===== config.mk =====
export PLATFORM = sky130hd
export DESIGN_NAME = first_fit_component_packer_unit
export DESIGN_NICKNAME = d
export VERILOG_FILES = /design/src/rtl/core/ffcp_pkg.sv /design/src/rtl/core/ffcp_slot_ram.sv /design/src/rtl/core/first_fit_component_packer_unit.sv
export SDC_FILE = /design/constraint.sdc
export NUM_CORES = 1
export LEC_CHECK = 0
export ABC_AREA = 0
export BUFFER_PORTS_ARGS = -buffer_cell sky130_fd_sc_hd__buf_4
export CAP_MARGIN = 20
export CORE_MARGIN = 2
export CORE_UTILIZATION = 55
export DETAILED_ROUTE_END_ITERATION = 8
export PLACE_DENSITY = 0.84
export SETUP_SLACK_MARGIN = 0.4
export SYNTH_ARGS = -nofsm -noshare
export SYNTH_HDL_FRONTEND = slang
export SYNTH_SLANG_ARGS = --single-unit

===== constraint.sdc =====
create_clock -name i_clk -period 2.8 [get_ports i_clk]
set_input_delay 0.7 -clock i_clk [delete_from_list [all_inputs] [get_ports i_clk]]
set_output_delay 0.7 -clock i_clk [all_outputs]
set_load 0.005 [all_outputs]

===== src/rtl/core/ffcp_pkg.sv =====
// ffcp_pkg: beat types and fixed field constants for the first-fit component packer
// depends on nothing; used by first_fit_component_packer_unit and ffcp_slot_ram users
`default_nettype none

package ffcp_pkg;

    localparam int CLASS_W = 2;

    // precision class codes
    localparam logic [CLASS_W-1:0] CLASS_FIXED = 2'd0;
    localparam logic [CLASS_W-1:0] CLASS_HALF  = 2'd1;
    localparam logic [CLASS_W-1:0] CLASS_FLOAT = 2'd2;
    localparam logic [CLASS_W-1:0] CLASS_ALIAS = 2'd3;

    typedef struct packed {
        logic [2:0]         comp_count;
        logic [CLASS_W-1:0] precision_class;
        logic               last_in_set;
    } t_in_beat;

    typedef struct packed {
        logic [3:0] slot_index;
        logic [1:0] comp_offset;
        logic       overflow;
    } t_out_beat;

endpackage

`default_nettype wire


===== src/rtl/core/ffcp_slot_ram.sv =====
// ffcp_slot_ram: one-write one-read slot table memory, registered read data
// depends on nothing; instantiated by first_fit_component_packer_unit
`default_nettype none

module ffcp_slot_ram #(
    parameter int DEPTH = 16,
    parameter int AW    = 4,
    parameter int DW    = 5
) (
    input  wire logic          i_clk,
    input  wire logic          i_we,
    input  wire logic [AW-1:0] i_waddr,
    input  wire logic [DW-1:0] i_wdata,
    input  wire logic [AW-1:0] i_raddr,
    output logic      [DW-1:0] o_rdata
);

    logic [DW-1:0] r_mem [DEPTH];
    logic [DW-1:0] r_rdata;

    always_ff @(posedge i_clk) begin
        if (i_we) begin
            r_mem[i_waddr] <= i_wdata;
        end
        r_rdata <= r_mem[i_raddr];
    end

    assign o_rdata = r_rdata;

endmodule

`default_nettype wire


===== src/rtl/core/first_fit_component_packer_unit.sv =====
// first_fit_component_packer_unit: top level of the first-fit component packer
// depends on ffcp_pkg (beat types, class codes) and ffcp_slot_ram (slot table)
//
// usage
//   input channel: i_in_valid / o_in_stall / i_in_beat carry one item per beat
//   (component count, precision class, last-of-set mark)
//   output channel: o_out_valid / i_out_stall / o_out_beat carry one result per
//   item (slot index, component offset, overflow flag)
//   each item is scanned against the open slots from slot 0 upward; the slot
//   table (fill, class per slot) lives in a memory with registered read data
//   that is read one slot per cycle
//   the memory read port sets the scan rate: one slot is examined per cycle
//   one item is in flight at a time; o_in_stall stays high until its result has
//   moved into the output register
//   after a last-of-set item the open-slot count returns to zero, which closes
//   every slot; stale memory contents are never read since only slots below the
//   open count are scanned and opening a slot writes its whole entry
//   reset: open count zero, no result pending, ready for an item; no clearing
//   pass is needed
//   a stalled output holds its beat; a finished result waits for the output
//   register to drain and the input stays stalled meanwhile
`default_nettype none

module first_fit_component_packer_unit #(
    parameter int MAX_SLOTS  = 16,
    parameter int SLOT_WIDTH = 4
) (
    input  wire logic               i_clk,
    input  wire logic               i_rst_n,
    input  wire logic               i_in_valid,
    output logic                    o_in_stall,
    input  wire ffcp_pkg::t_in_beat i_in_beat,
    output logic                    o_out_valid,
    input  wire logic               i_out_stall,
    output ffcp_pkg::t_out_beat     o_out_beat
);

    // slot index, open count and fill widths
    localparam int IW = (MAX_SLOTS > 1) ? $clog2(MAX_SLOTS) : 1;
    localparam int CW = $clog2(MAX_SLOTS + 1);
    localparam int FW = $clog2(SLOT_WIDTH + 1);
    localparam int DW = ffcp_pkg::CLASS_W + FW;

    localparam logic [CW-1:0] OPEN_MAX = CW'(MAX_SLOTS);
    localparam logic [FW-1:0] FILL_MAX = FW'(SLOT_WIDTH);
    localparam logic [FW:0]   SUM_MAX  = (FW + 1)'(SLOT_WIDTH);

    typedef enum logic [1:0] {
        S_IDLE,
        S_SCAN,
        S_OUT
    } t_state;

    t_state                       r_state;
    logic [CW-1:0]                r_open;     // slots 0..r_open-1 are open
    logic [CW-1:0]                r_scan;     // next slot to read
    logic                         r_chk_valid; // read data belongs to r_chk_idx
    logic [IW-1:0]                r_chk_idx;
    logic [FW-1:0]                r_need;
    logic [ffcp_pkg::CLASS_W-1:0] r_cls;
    logic                         r_last;
    ffcp_pkg::t_out_beat          r_res;
    logic                         r_out_valid;
    ffcp_pkg::t_out_beat          r_out;

    logic                         w_accept;
    logic                         w_issue;
    logic                         w_fits;
    logic                         w_miss;
    logic                         w_can_open;
    logic                         w_we;
    logic [IW-1:0]                w_waddr;
    logic [DW-1:0]                w_wdata;
    logic [DW-1:0]                w_rdata;
    logic [FW-1:0]                w_rd_fill;
    logic [ffcp_pkg::CLASS_W-1:0] w_rd_cls;
    logic [FW:0]                  w_sum;
    logic [FW-1:0]                n_need;
    logic [ffcp_pkg::CLASS_W-1:0] n_cls;
    logic [IW+3:0]                w_idx_ext;
    logic [FW+1:0]                w_off_ext;
    logic [IW-1:0]                w_res_idx;
    logic [FW-1:0]                w_res_off;

    assign w_accept = i_in_valid && !o_in_stall;

    // normalize the incoming item: zero count means one, saturate at slot width,
    // class code three is float
    always_comb begin
        if (i_in_beat.comp_count == 3'd0) begin
            n_need = FW'(1);
        end else if (int'(i_in_beat.comp_count) > SLOT_WIDTH) begin
            n_need = FILL_MAX;
        end else begin
            n_need = FW'(i_in_beat.comp_count);
        end
        if (i_in_beat.precision_class == ffcp_pkg::CLASS_ALIAS) begin
            n_cls = ffcp_pkg::CLASS_FLOAT;
        end else begin
            n_cls = i_in_beat.precision_class;
        end
    end

    // scan: issue one read per cycle, check the previous read's data
    assign w_issue    = (r_state == S_SCAN) && (r_scan < r_open);
    assign w_rd_fill  = w_rdata[FW-1:0];
    assign w_rd_cls   = w_rdata[DW-1 -: ffcp_pkg::CLASS_W];
    assign w_sum      = {1'b0, w_rd_fill} + {1'b0, r_need};
    assign w_fits     = (r_state == S_SCAN) && r_chk_valid && (w_sum <= SUM_MAX)
                        && (w_rd_cls == r_cls);
    // nothing in flight and every open slot checked
    assign w_miss     = (r_state == S_SCAN) && !r_chk_valid && (r_scan == r_open);
    assign w_can_open = (r_open < OPEN_MAX);

    // write back the grown fill, or the whole entry of a newly opened slot
    always_comb begin
        w_we    = w_fits || (w_miss && w_can_open);
        w_waddr = w_fits ? r_chk_idx : r_open[IW-1:0];
        w_wdata = w_fits ? {r_cls, w_sum[FW-1:0]} : {r_cls, r_need};
    end

    ffcp_slot_ram #(
        .DEPTH (MAX_SLOTS),
        .AW    (IW),
        .DW    (DW)
    ) u_slot_ram (
        .i_clk   (i_clk),
        .i_we    (w_we),
        .i_waddr (w_waddr),
        .i_wdata (w_wdata),
        .i_raddr (r_scan[IW-1:0]),
        .o_rdata (w_rdata)
    );

    // result fields, masked to the output widths
    assign w_res_idx = w_fits ? r_chk_idx : r_open[IW-1:0];
    assign w_res_off = w_fits ? w_rd_fill : '0;
    assign w_idx_ext = {4'b0, w_res_idx};
    assign w_off_ext = {2'b0, w_res_off};

    always_ff @(posedge i_clk) begin
        if (!i_rst_n) begin
            r_state     <= S_IDLE;
            r_open      <= '0;
            r_chk_valid <= 1'b0;
            r_out_valid <= 1'b0;
        end else begin
            // output register: loads a finished result, empties once taken
            if ((r_state == S_OUT) && (!r_out_valid || !i_out_stall)) begin
                r_out_valid <= 1'b1;
            end else if (!i_out_stall) begin
                r_out_valid <= 1'b0;
            end
            case (r_state)
                S_IDLE: begin
                    r_chk_valid <= 1'b0;
                    if (w_accept) begin
                        r_need  <= n_need;
                        r_cls   <= n_cls;
                        r_last  <= i_in_beat.last_in_set;
                        r_scan  <= '0;
                        r_state <= S_SCAN;
                    end
                end
                S_SCAN: begin
                    r_chk_valid <= w_issue && !(w_fits || w_miss);
                    r_chk_idx   <= r_scan[IW-1:0];
                    if (w_issue) begin
                        r_scan <= r_scan + CW'(1);
                    end
                    if (w_fits || w_miss) begin
                        r_state     <= S_OUT;
                        if (w_fits || w_can_open) begin
                            r_res.slot_index  <= w_idx_ext[3:0];
                            r_res.comp_offset <= w_off_ext[1:0];
                            r_res.overflow    <= 1'b0;
                        end else begin
                            // table full: item not placed
                            r_res.slot_index  <= '0;
                            r_res.comp_offset <= '0;
                            r_res.overflow    <= 1'b1;
                        end
                        // last item of a set closes every slot
                        if (r_last) begin
                            r_open <= '0;
                        end else if (w_miss && w_can_open) begin
                            r_open <= r_open + CW'(1);
                        end
                    end
                end
                S_OUT: begin
                    if (!r_out_valid || !i_out_stall) begin
                        r_out       <= r_res;
                        r_state     <= S_IDLE;
                    end
                end
                default: begin
                    r_state <= S_IDLE;
                end
            endcase
        end
    end

    assign o_in_stall  = (r_state != S_IDLE);
    assign o_out_valid = r_out_valid;
    assign o_out_beat  = r_out;

    // open count never passes the table depth
    a_open_bound: assert property (@(posedge i_clk) disable iff (!i_rst_n)
        r_open <= OPEN_MAX)
        else $error("open slot count above table depth");

    // a checked slot is always an open one
    a_chk_open: assert property (@(posedge i_clk) disable iff (!i_rst_n)
        r_chk_valid |-> ({1'b0, r_chk_idx} < {1'b0, r_open}))
        else $error("checked slot is not open");

    // an accepted beat starts a scan from slot zero
    a_scan_start: assert property (@(posedge i_clk) disable iff (!i_rst_n)
        w_accept |=> (r_state == S_SCAN) && (r_scan == '0) && !r_chk_valid)
        else $error("scan did not start at slot zero");

    // overflow beats carry zero index and offset
    a_ovf_zero: assert property (@(posedge i_clk) disable iff (!i_rst_n)
        (o_out_valid && o_out_beat.overflow) |->
            (o_out_beat.slot_index == 4'd0) && (o_out_beat.comp_offset == 2'd0))
        else $error("overflow beat with nonzero placement");

    // a full table without a fit, on an item that is not last of a set, reports overflow and leaves the count alone
    a_full_ovf: assert property (@(posedge i_clk) disable iff (!i_rst_n)
        (w_miss && !w_can_open && !r_last) |=> r_res.overflow && (r_open == OPEN_MAX))
        else $error("full table did not overflow");

endmodule

`default_nettype wire

==> impl_metrics.py <==
metrics = {
    "worst_setup_path": {
        "cp_max_fo": 5,
        "worstSetupPathType": "reg2reg",
        "regToRegSetupSlack_ns": -0.04,
        "startpoint_type": "flip-flop",
        "crit_required_ns": 3.04,
        "rr_worst_depth": 10,
        "cp.arrival_ns": 3.08,
        "endpoint_kind": "flip-flop",
    },
    "sta": {
        "fin_hold_ws_ns": 0.3430,
        "slew_headroom": 0.5644,
        "slew_viol_final": 0,
        "period_share": 1.013,
        "finClkSkew_ns": 0.009915,
        "rsz0062_at_grt": "true",
        "layout_setup_ws_ns": -0.03709,
        "hold_violations": 0,
        "period_minus_slack_ns": 2.837,
        "setup_violations": 5,
        "worst_pin_slew_ns": 0.6534,
        "setup-tns-final_ns": -0.1720,
        "max_freq_mhz": 352.5,
    },
    "clock_tree": {
        "cts-root-buf": "clkbuf_8",
        "clock-sinks": 123,
        "clk_path_buf_depth": 2,
        "cts_buffers": 17,
        "tritoncts": "built",
        "clk_latency_ns": 0.53,
        "h-tree-depth": 4,
        "cts_hold_buf": 0,
        "clkTransAtPathRegs_ns": 0.06,
    },
    "routing": {
        "vias": 3519,
        "firstDrtPassIters": 5,
        "antenna_left": 0,
        "drt-wirelength-per-cell_um": 30.03,
        "drt_iter0_drc": 381,
        "drc": 0,
        "wirelength_um": 15490,
        "via_per_inst": 6.820,
    },
    "final_layout": {
        "multi_input_area_um2": 1931,
        "fillers": 451,
        "layout-drive-gt1-share": 0.4617,
        "seq_area_um2": 3557,
        "antenna_cells": 0,
        "area_delta_synth_final_pct": 32.92,
        "fin_util": 0.7485,
        "layout.nets": 415,
    },
    "synth": {
        "syn-num-nets": 335,
        "synth_warnings": 0,
        "synth.avg_cell_area_um2": 16.52,
        "synth_edf_count": 109,
        "yosys_register_bits": 123,
        "async_flop_share": 0,
        "syn_inst": 312,
        "yosys_most_used_dff": "edfxtp_1",
        "synth.top_cell.area_share": 0.6351,
        "synth.largest_area_cell": "edfxtp_1",
        "synth.area.top_cells": "edfxtp_1 (64%), mux4_2 (11%), dfxtp_1 (5.4%)",
        "synth_area_um2": 5154,
        "synth_cell_types": 46,
        "synth-seq-area-share": 0.6895,
    },
    "pwr": {
        "irDropWorstVdd_mv": 0.5596,
        "p_leak_uw": 0.002406,
        "p_per_area_nw_per_um2": 643.7,
        "power_frac_seq": 0.461,
        "combPwrFrac": 0.083,
        "p_int_uw": 3347,
        "power_frac_clock": 0.456,
        "power.switching_uw": 1063,
        "totalPowerFinal_uw": 4410,
        "switching_share": 0.2410,
    },
    "floorplanning": {
        "floorplan.initialDensity": 0.5631,
        "fp.dieH_um": 100.8,
        "io-pin-count": 19,
        "die_area_um2": 10160,
        "coreArea_um2": 9153,
        "die-width_um": 100.8,
        "std_cell_rows": 35,
    },
    "hold_path": {
        "hold_class": "in2reg",
        "hold-path-cell-count": 1,
    },
    "place": {
        "port_buffers": 18,
        "gp_congestion": 0.8952,
        "dp_slack_ns": 0.04773,
        "dpl.hpwl_um": 7161,
    },
    "grt": {
        "antenna_found_initial": 1,
        "grt_max_degree": 25,
        "grt_pass1_wl_um": 19830,
        "track_usage": 0.2796,
        "grt_pass1_vias": 3330,
        "grt_overflow_total": 0,
    },
    "outcome": {
        "status": "finished, violations left",
        "violations": "negative setup slack",
    },
    "job": {
        "max_cap_violations": 0,
    },
}
power by group through the flow:
| stage | Combinational (µW) | Clock (µW) | Sequential, µW |
|---|---|---|---|
| after floorplan | 153 | 0 | 2060 |
| after global placement | 212 | 0 | 2060 |
| after detailed placement | 219 | 0 | 2070 |
| after CTS | 275 | 1990 | 2030 |
| after global routing | 379 | 2090 | 2030 |
| final | 366 | 2010 | 2030 |
layout by cell type (no fill, tap or decap), types with 3 or more instances in the layout:
master	Yosys	final
edfxtp_1	109	109
buf_4	0	51
mux4_2	25	25
buf_6	0	19
clkbuf_16	0	16
nor2_4	0	14
nor2_1	32	14
inv_1	16	13
dfxtp_1	14	13
ha_1	12	9
clkinvlp_4	0	7
nand2_1	8	7
a21oi_1	8	6
nor2b_1	6	5
a31oi_4	0	5
o31ai_1	5	5
nand3_1	5	5
a21o_1	4	4
and2_1	4	4
nor2_2	0	4
clkinv_4	0	4
xnor2_1	4	3
mux2_4	0	3
or3_1	3	3
nor4_4	0	3
clkinv_2	0	3
routing by layer:
layer	vias to the layer above	GRT usage	part of all wire
met5	-	0	0.00090
met4	2	0.1243	0.064
met3	94	0.06588	0.084
met2	280	0.4795	0.51
met1	1760	0.3380	0.34
li1	1383	-	-
critical path, cell delays in order (launching register included):
cell	delay, ns
edfxtp_1	0.40
ha_2	0.21
inv_2	0.05
fa_2	0.38
xnor2_4	0.26
a22oi_4	0.10
buf_4	0.15
a21oi_1	0.43
a31oi_4	0.16
nor2_2	0.23
buf_6	0.16
registers in the layout, summed over array words and instances, names as in the netlist:
name and flops:
r_open 5, u_slot_ram.r_mem 80, o_out_valid 1, r_need 3, r_last 1, r_chk_idx 4, o_out_beat 7, r_state 2
r_chk_valid 1, r_res 7, r_cls 2, u_slot_ram.o_rdata 5, r_scan 5
stage by stage:
step / instance area, µm² / std cells
floorplan: 5174 / 312
global placement: 5545 / 449
detailed placement: 5545 / 449
CTS: 6558 / 494
global route: 6850 / 516
finish: 6850 / 516
repair_timing:
action | 4_1_cts | 5_1_grt
endpoints found under the setup margin | 117 | 142
setup buffers | 12 | 20
pin swaps | 16 | 20
resized for setup | 73 | 29
cloned | 1 | 2
cell usage after synthesis, drive strengths merged (3+ instances only):
master	n
nand2b	3
ha	12
dfxtp	14
nor2	32
a31oi	5
xnor2	4
or3	3
a21o	4
nand2	8
mux4	25
o21ai	3
o31ai	5
and2	4
clkbuf	9
buf	3
nand3	5
nor2b	6
a21oi	8
nor4	4
edfxtp	109
inv	16
path summary, 6_finish.rpt:
| path | start | end |
|---|---|---|
| setup reg to reg | r_need[0] | u_slot_ram.r_mem[7][0] |
| hold reg to reg | r_res[1] | o_out_beat[1] |
| hold / removal | i_in_beat[0] | r_last |
| setup / recovery | r_need[0] | u_slot_ram.r_mem[7][0] |
cell families after synthesis:
| kind of cell | count (synthesis) | synth area share |
|---|---|---|
| DFF | 123 | 0.6895 |
| xor gates and xnor gates | 6 | 0.01020 |
| muxes | 29 | 0.1175 |
| adders and majority gates | 13 | 0.03302 |
| and+or+nand+nor | 77 | 0.07672 |
| buffers and inverters | 28 | 0.02112 |
| AOI/OAI and AO/OA | 36 | 0.05196 |
area by class of cell:
class | instances | share of cell area
timing repair buffer | 71 | 0.09005
sequential | 123 | 0.5193
clock inverter | 15 | 0.01881
tap | 111 | 0.02027
inverter | 16 | 0.009315
clock buffer | 17 | 0.06046
multi-input combinational | 163 | 0.2818
Note: power is estimated with default switching activity, not from simulation.
